--- src/cop_pkg.sv ---
// shared constants and types for the conic outline pixel test
`default_nettype none

package cop_pkg;

  localparam int unsigned COORD_BITS_DEF = 10;
  localparam int unsigned FRAC_BITS_DEF  = 4;

  localparam int unsigned MODE_W     = 2;
  localparam int unsigned TARGET_W   = 16;
  localparam int unsigned COLOR_W    = 24;
  localparam int unsigned CFG_IDX_W  = 4;
  localparam int unsigned CFG_DATA_W = 24;

  localparam int unsigned FRONT_LAT = 2;
  localparam int unsigned JUDGE_LAT = 2;

  localparam int unsigned RST_FOCUS_A_X = 320;
  localparam int unsigned RST_FOCUS_A_Y = 240;
  localparam int unsigned RST_FOCUS_B_X = 400;
  localparam int unsigned RST_FOCUS_B_Y = 280;
  localparam logic [TARGET_W-1:0] RST_TARGET    = 16'd3200;
  localparam logic [TARGET_W-1:0] RST_TOLERANCE = 16'd16;
  localparam logic [COLOR_W-1:0]  RST_COLOR     = 24'h873228;

  typedef enum logic [MODE_W-1:0] {
    MODE_CIRCLE    = 2'd0,
    MODE_ELLIPSE   = 2'd1,
    MODE_HYPERBOLA = 2'd2,
    MODE_PARABOLA  = 2'd3
  } mode_e;

  typedef enum logic [CFG_IDX_W-1:0] {
    REG_CURVE_MODE = 4'd0,
    REG_FOCUS_A_X  = 4'd1,
    REG_FOCUS_A_Y  = 4'd2,
    REG_FOCUS_B_X  = 4'd3,
    REG_FOCUS_B_Y  = 4'd4,
    REG_TARGET     = 4'd5,
    REG_TOLERANCE  = 4'd6,
    REG_COLOR      = 4'd7
  } cfg_reg_e;

endpackage

`default_nettype wire

--- src/cop_judge.sv ---
// curve term selection by mode, then deviation against tolerance
`default_nettype none

module cop_judge import cop_pkg::*; #(
  parameter int unsigned COORD_BITS = COORD_BITS_DEF,
  parameter int unsigned FRAC_BITS  = FRAC_BITS_DEF,
  parameter int unsigned ROOT_W     = COORD_BITS + FRAC_BITS + 1
) (
  input  wire logic                    clk_i,
  input  wire logic                    en_i,
  input  wire logic [ROOT_W-1:0]       d1_i,
  input  wire logic [ROOT_W-1:0]       d2_i,
  input  wire logic [COORD_BITS-1:0]   x_i,
  input  wire logic [COORD_BITS-1:0]   y_i,
  input  wire mode_e                   mode_i,
  input  wire logic [COORD_BITS-1:0]   fbx_i,
  input  wire logic [TARGET_W-1:0]     target_i,
  input  wire logic [TARGET_W-1:0]     tol_i,
  output logic      [COORD_BITS-1:0]   x_o,
  output logic      [COORD_BITS-1:0]   y_o,
  output logic                         hit_o
);

  localparam int unsigned DEV_W = (ROOT_W + 1 > TARGET_W) ? ROOT_W + 1 : TARGET_W;

  logic [DEV_W-1:0]      focal_sum;
  logic [ROOT_W-1:0]     focal_gap;
  logic [COORD_BITS-1:0] dir_dx;
  logic [DEV_W-1:0]      dir_dist;
  logic [DEV_W-1:0]      term_d, term_q;
  logic [DEV_W-1:0]      goal_d, goal_q;
  logic [COORD_BITS-1:0] x1_q, y1_q;
  logic [DEV_W-1:0]      dev;
  logic [COORD_BITS-1:0] x2_q, y2_q;
  logic                  hit_q;

  assign focal_sum = DEV_W'(d1_i) + DEV_W'(d2_i);
  assign focal_gap = (d1_i >= d2_i) ? d1_i - d2_i : d2_i - d1_i;
  assign dir_dx    = (x_i >= fbx_i) ? x_i - fbx_i : fbx_i - x_i;
  assign dir_dist  = DEV_W'(dir_dx) << FRAC_BITS;

  always_comb begin
    case (mode_i)
      MODE_CIRCLE: begin
        term_d = DEV_W'(d1_i);
        goal_d = DEV_W'(target_i);
      end
      MODE_ELLIPSE: begin
        term_d = focal_sum;
        goal_d = DEV_W'(target_i);
      end
      MODE_HYPERBOLA: begin
        term_d = DEV_W'(focal_gap);
        goal_d = DEV_W'(target_i);
      end
      MODE_PARABOLA: begin
        // directrix is the vertical line at the second focus x
        term_d = DEV_W'(d1_i);
        goal_d = dir_dist;
      end
      default: begin
        term_d = DEV_W'(d1_i);
        goal_d = DEV_W'(target_i);
      end
    endcase
  end

  always_ff @(posedge clk_i) begin
    if (en_i) begin
      term_q <= term_d;
      goal_q <= goal_d;
      x1_q   <= x_i;
      y1_q   <= y_i;
    end
  end

  assign dev = (term_q >= goal_q) ? term_q - goal_q : goal_q - term_q;

  always_ff @(posedge clk_i) begin
    if (en_i) begin
      hit_q <= (dev < DEV_W'(tol_i));
      x2_q  <= x1_q;
      y2_q  <= y1_q;
    end
  end

  assign x_o   = x2_q;
  assign y_o   = y2_q;
  assign hit_o = hit_q;

endmodule

`default_nettype wire

--- config.mk ---
export PLATFORM = sky130hd
export DESIGN_NAME = cop_judge
export DESIGN_NICKNAME = d
export VERILOG_FILES = /design/src/cop_pkg.sv /design/src/cop_judge.sv
export SDC_FILE = /design/constraint.sdc
export NUM_CORES = 1
export LEC_CHECK = 0
export ABC_AREA = 1
export BUFFER_PORTS_ARGS = -buffer_cell sky130_fd_sc_hd__buf_2
export CAP_MARGIN = 10
export CELL_PAD_IN_SITES_DETAIL_PLACEMENT = 1
export CELL_PAD_IN_SITES_GLOBAL_PLACEMENT = 1
export CORE_ASPECT_RATIO = 0.7
export CORE_MARGIN = 2
export CORE_UTILIZATION = 43
export CTS_CLUSTER_SIZE = 28
export DETAILED_ROUTE_END_ITERATION = 7
export HOLD_SLACK_MARGIN = 0.12
export PLACE_DENSITY = 0.94
export SYNTH_ARGS = -nofsm -noshare
export SYNTH_HDL_FRONTEND = slang
export SYNTH_SLANG_ARGS = --single-unit
--- constraint.sdc ---
create_clock -name clk_i -period 3.48 [get_ports clk_i]
set_input_delay 0.174 -clock clk_i [delete_from_list [all_inputs] [get_ports clk_i]]
set_output_delay 0.174 -clock clk_i [all_outputs]
set_load 0.03 [all_outputs]
==> summary by stage <==
Status
The run finished with clean final reports.

STA
The actual transition at the worst max-transition pin is 0.968 ns. The final critical-path share of the clock period is 0.966. The max-slew violation count came to 0. The number of failing setup endpoints in the final timing report is 0. The hold violation total from the final report was 0. On the final layout, the worst clock skew is 0.00820 ns. In this run the tightest slew margin relative to its limit is 0.355. The routed design could run at a clock period as short as 3.36 ns. Derived from the worst setup path, the maximum achievable clock frequency is 0.298 GHz.

Critical path
The kind of critical path is flip-flop to flip-flop. The launch point of the critical path is term_q[0]. The critical register-to-register path startpoint is term_q[0]. In this run the worst path has a maximum fanout of 8. The endpoint required time on the critical path is 3.68 ns. The type of origin of the critical path is a flip-flop. The critical path capture point type is a flip-flop.

Data on the critical path arrives at its endpoint at 3.56 ns.

Layout
The area growth from synthesis to layout is 16.0%. The layout filler cell count is 2639. The net total in the final layout is 1582. Of the cells placed in the final design, the portion with a size suffix greater than 1 is 0.143. The number of standard cells in the final layout excluding fillers is 1643.

Clocking
TritonCTS built the clock tree. The tree built by TritonCTS fans out to 73 sinks. The deepest clock path buffer count is 2. The number of clock buffers added by TritonCTS is 9.

The clock root buffer master is sky130_fd_sc_hd__clkbuf_16. Clock latency on the worst-skew pair, taken at its later pin, is 0.35 ns. In this run the number of H-tree levels came out at 3.

Clock-pin slew was measured on the worst setup and hold paths at 0.07 ns.

Pwr
Power comes to 0.00410 W. The leakage power summed over all cells is 5.34 nW. IR analysis of the VDD net gives a maximum drop of 0.214 mV. The power density normalized to cell area is 409 nW/um^2.

Synth
After synthesis, the mean cell area works out to 6.99 sq um. The area of the mapped netlist is 8640 sq um. The number of synthesized flops with an enable pin is 73. The count of distinct cell types in the synthesized netlist is 45. The top flip-flop cell by instance count after synthesis is sky130_fd_sc_hd__edfxtp_1. In this run, synthesis produced a sequential element count of 73. In the post-synthesis netlist, the biggest area contributors are sky130_fd_sc_hd__edfxtp_1 25%, sky130_fd_sc_hd__ha_1 16%, sky130_fd_sc_hd__nand2_1 14%, sky130_fd_sc_hd__inv_1 10%, sky130_fd_sc_hd__a21oi_1 5.6%.

The biggest area contributor in the post-synthesis netlist is sky130_fd_sc_hd__edfxtp_1. The share of the Yosys chip area taken by registers is 0.254. The share of async-settable or async-resettable flops after synthesis is 0. The warning count from the yosys run is 0.

The post-synthesis cell count is 1236. Of the post-synthesis cell area, the dominant cell type holds 0.254. The number of nets in the synthesized netlist is 1451.

Global route
The via count of the first global-routing pass came to 8835. For this run, the total global-route usage over all layers was measured as 0.267. The largest net degree at the start of global routing is 74.

The residual overflow from global routing is 0. The number of antenna violations at the first check in global routing is 1. The global-route wire length before repair is 45100 microns.

Floorplanning
The area of the die is 21300 sq um. 117 I/O pins were placed. The initial standard-cell utilization of the core is 0.438. The region available for standard cell placement spans 19700 sq um.

The die width is 173 microns. The row count is 43. The height of the chip is 123 microns.

Placed design
The HPWL after detailed placement is 22600 microns. The count of placed standard cells including taps is 1600. The count of buffers added on input and output ports is 116. At the end of routability-driven placement, the weighted congestion stood at 0.933.

Routing
The via total after detailed routing is 8548. The wire length per cell after detailed routing is 17.0 microns. Once detail routing completed, the nets flagged for antenna violations numbered 0. The number of DRC markers in iteration 0 is 478. For this run, design rule violations remaining after detail routing come to 0. The final wirelength is 27900 microns. The vias per cell is 5.20. The first TritonRoute pass finished after 5 iterations.

Hold path
The startpoint identified for the worst hold timing path is target_i[14]. The tightest min-delay check is of the input port to flip-flop type.

Run
Max-cap violations in this run came to 0.
-- path summary, 6_finish.rpt --
| check | endpoint | slack [ns] | cells after the start |
|---|---|---|---|
| hold / removal | goal_q[14] | 0.14 | 3 |
| hold reg to reg | y_o[5] | 0.41 | 0 |
| setup reg to reg | hit_o | 0.12 | 21 |
| setup / recovery | hit_o | 0.12 | 21 |
-- state kept, by name, indices dropped and copies added, names as in the netlist --
signal,flops
y1_q,10
term_q,16
x1_q,10
y_o,10
x_o,10
goal_q,16
hit_o,1
-- where the power goes --
part	internal [W]	switching [W]	total, W
Sequential	0.00107	0.0000381	0.00111
Clock	0.000560	0.000402	0.000963
Combinational	0.000704	0.00132	0.00202
-- stage by stage --
step / worst slack [ns] / util / hold slack, ns / instance area (sq um) / setup TNS, ns
final: 0.119 / 0.508 / 0.140 / 10000 / 0
after global routing: -0.0244 / 0.508 / 0.140 / 10000 / -0.0244
after CTS: 0.0331 / 0.505 / 0.134 / 9960 / 0
after detailed placement: 0.0822 / 0.478 / 0.353 / 9430 / 0
after global placement: 0.313 / 0.478 / 0.351 / 9430 / 0
after floorplan: 0.538 / - / 0.273 / 8640 / 0
-- metal layers --
| layer | up-vias | GRT usage | routed length (microns) |
|---|---|---|---|
| met1 | 4066 | 0.370 | 13200 |
| met2 | 273 | 0.436 | 12400 |
| met4 | 0 | 0.0530 | 292 |
| met5 | - | 0 | 0 |
| li1 | 4181 | - | - |
| met3 | 28 | 0.0530 | 1940 |
-- cell usage after synthesis (4+ instances only) --
cell / number
sky130_fd_sc_hd__a21o_1: 4
sky130_fd_sc_hd__a21oi_1: 96
sky130_fd_sc_hd__a21oi_2: 6
sky130_fd_sc_hd__a31oi_1: 7
sky130_fd_sc_hd__buf_2: 9
sky130_fd_sc_hd__buf_4: 5
sky130_fd_sc_hd__buf_6: 6
sky130_fd_sc_hd__clkbuf_1: 5
sky130_fd_sc_hd__clkbuf_2: 4
sky130_fd_sc_hd__edfxtp_1: 73
sky130_fd_sc_hd__fa_1: 7
sky130_fd_sc_hd__ha_1: 112
sky130_fd_sc_hd__inv_1: 239
sky130_fd_sc_hd__inv_2: 5
sky130_fd_sc_hd__nand2_1: 314
sky130_fd_sc_hd__nand2_2: 14
sky130_fd_sc_hd__nand3_1: 66
sky130_fd_sc_hd__nand3_2: 6
sky130_fd_sc_hd__nand4_1: 14
sky130_fd_sc_hd__nor2_1: 88
sky130_fd_sc_hd__nor3_1: 9
sky130_fd_sc_hd__o211ai_1: 4
sky130_fd_sc_hd__o21ai_0: 40
sky130_fd_sc_hd__o21ai_1: 7
sky130_fd_sc_hd__o21ai_2: 4
sky130_fd_sc_hd__o21bai_1: 9
sky130_fd_sc_hd__xnor2_1: 6
sky130_fd_sc_hd__xor2_1: 48
-- layout by cell type (no fill, tap or decap), drive strengths merged, types with 6 or more instances in the layout --
| master | n |
|---|---|
| fa | 7 |
| nand3 | 73 |
| a21oi | 102 |
| o21bai | 9 |
| ha | 112 |
| o21ai | 51 |
| edfxtp | 73 |
| a31oi | 7 |
| nor2 | 93 |
| xnor2 | 6 |
| nor3 | 10 |
| nand2 | 328 |
| xor2 | 48 |
| inv | 247 |
| buf | 127 |
| nand4 | 14 |
| clkbuf | 9 |
| dlygate4sd3 | 23 |
-- cell families (layout without fill, tap and decap cells) --
logic type / count (synthesis) / in the layout / share of synthesized area
AO/OA/AOI/OAI: 189 / 189 / 0.125
other: 0 / 1 / 0
buffers and inverters: 275 / 411 / 0.129
adder cells (fa/ha/maj): 119 / 119 / 0.178
flip-flops: 73 / 73 / 0.254
XOR/XNOR: 54 / 54 / 0.0547
AND/OR/NAND/NOR: 526 / 526 / 0.259
-- final cells by class --
| class | count | area, sq um | area share |
|---|---|---|---|
| clock inverter | 7 | 76.3 | 0.00761 |
| tap | 270 | 338 | 0.0337 |
| timing repair buffer | 150 | 900 | 0.0898 |
| sequential | 73 | 2190 | 0.219 |
| antenna | 1 | 2.50 | 0.000250 |
| inverter | 245 | 927 | 0.0925 |
| clock buffer | 9 | 225 | 0.0225 |
| multi-input combinational | 888 | 5360 | 0.535 |
-- what timing repair did --
item | CTS | global route
setup endpoints to repair | 0 | 1
hold buffers | 23 | 0
gates resized for setup | 0 | 12
setup buffers | 0 | 3
endpoints found under the hold margin | 23 | 0
-- worst max-delay path: stages (launching register included) --
cell	delay (ns)
sky130_fd_sc_hd__edfxtp_1	0.40
sky130_fd_sc_hd__inv_1	0.08
sky130_fd_sc_hd__ha_2	0.18
sky130_fd_sc_hd__inv_1	0.07
sky130_fd_sc_hd__fa_2	0.39
sky130_fd_sc_hd__nand2_1	0.11
sky130_fd_sc_hd__nand2_2	0.11
sky130_fd_sc_hd__a21oi_2	0.17
sky130_fd_sc_hd__o21ai_2	0.09
sky130_fd_sc_hd__o21ai_2	0.18
sky130_fd_sc_hd__nand2_4	0.10
sky130_fd_sc_hd__inv_6	0.09
sky130_fd_sc_hd__buf_6	0.13
sky130_fd_sc_hd__nand2_1	0.05
sky130_fd_sc_hd__nand2_1	0.08
sky130_fd_sc_hd__inv_1	0.04
sky130_fd_sc_hd__ha_1	0.29
sky130_fd_sc_hd__a21oi_2	0.16
sky130_fd_sc_hd__nor2_2	0.05
sky130_fd_sc_hd__a211oi_2	0.15
sky130_fd_sc_hd__o221ai_1	0.14
sky130_fd_sc_hd__a21oi_1	0.13
Note: power is estimated with default switching activity, not from simulation.
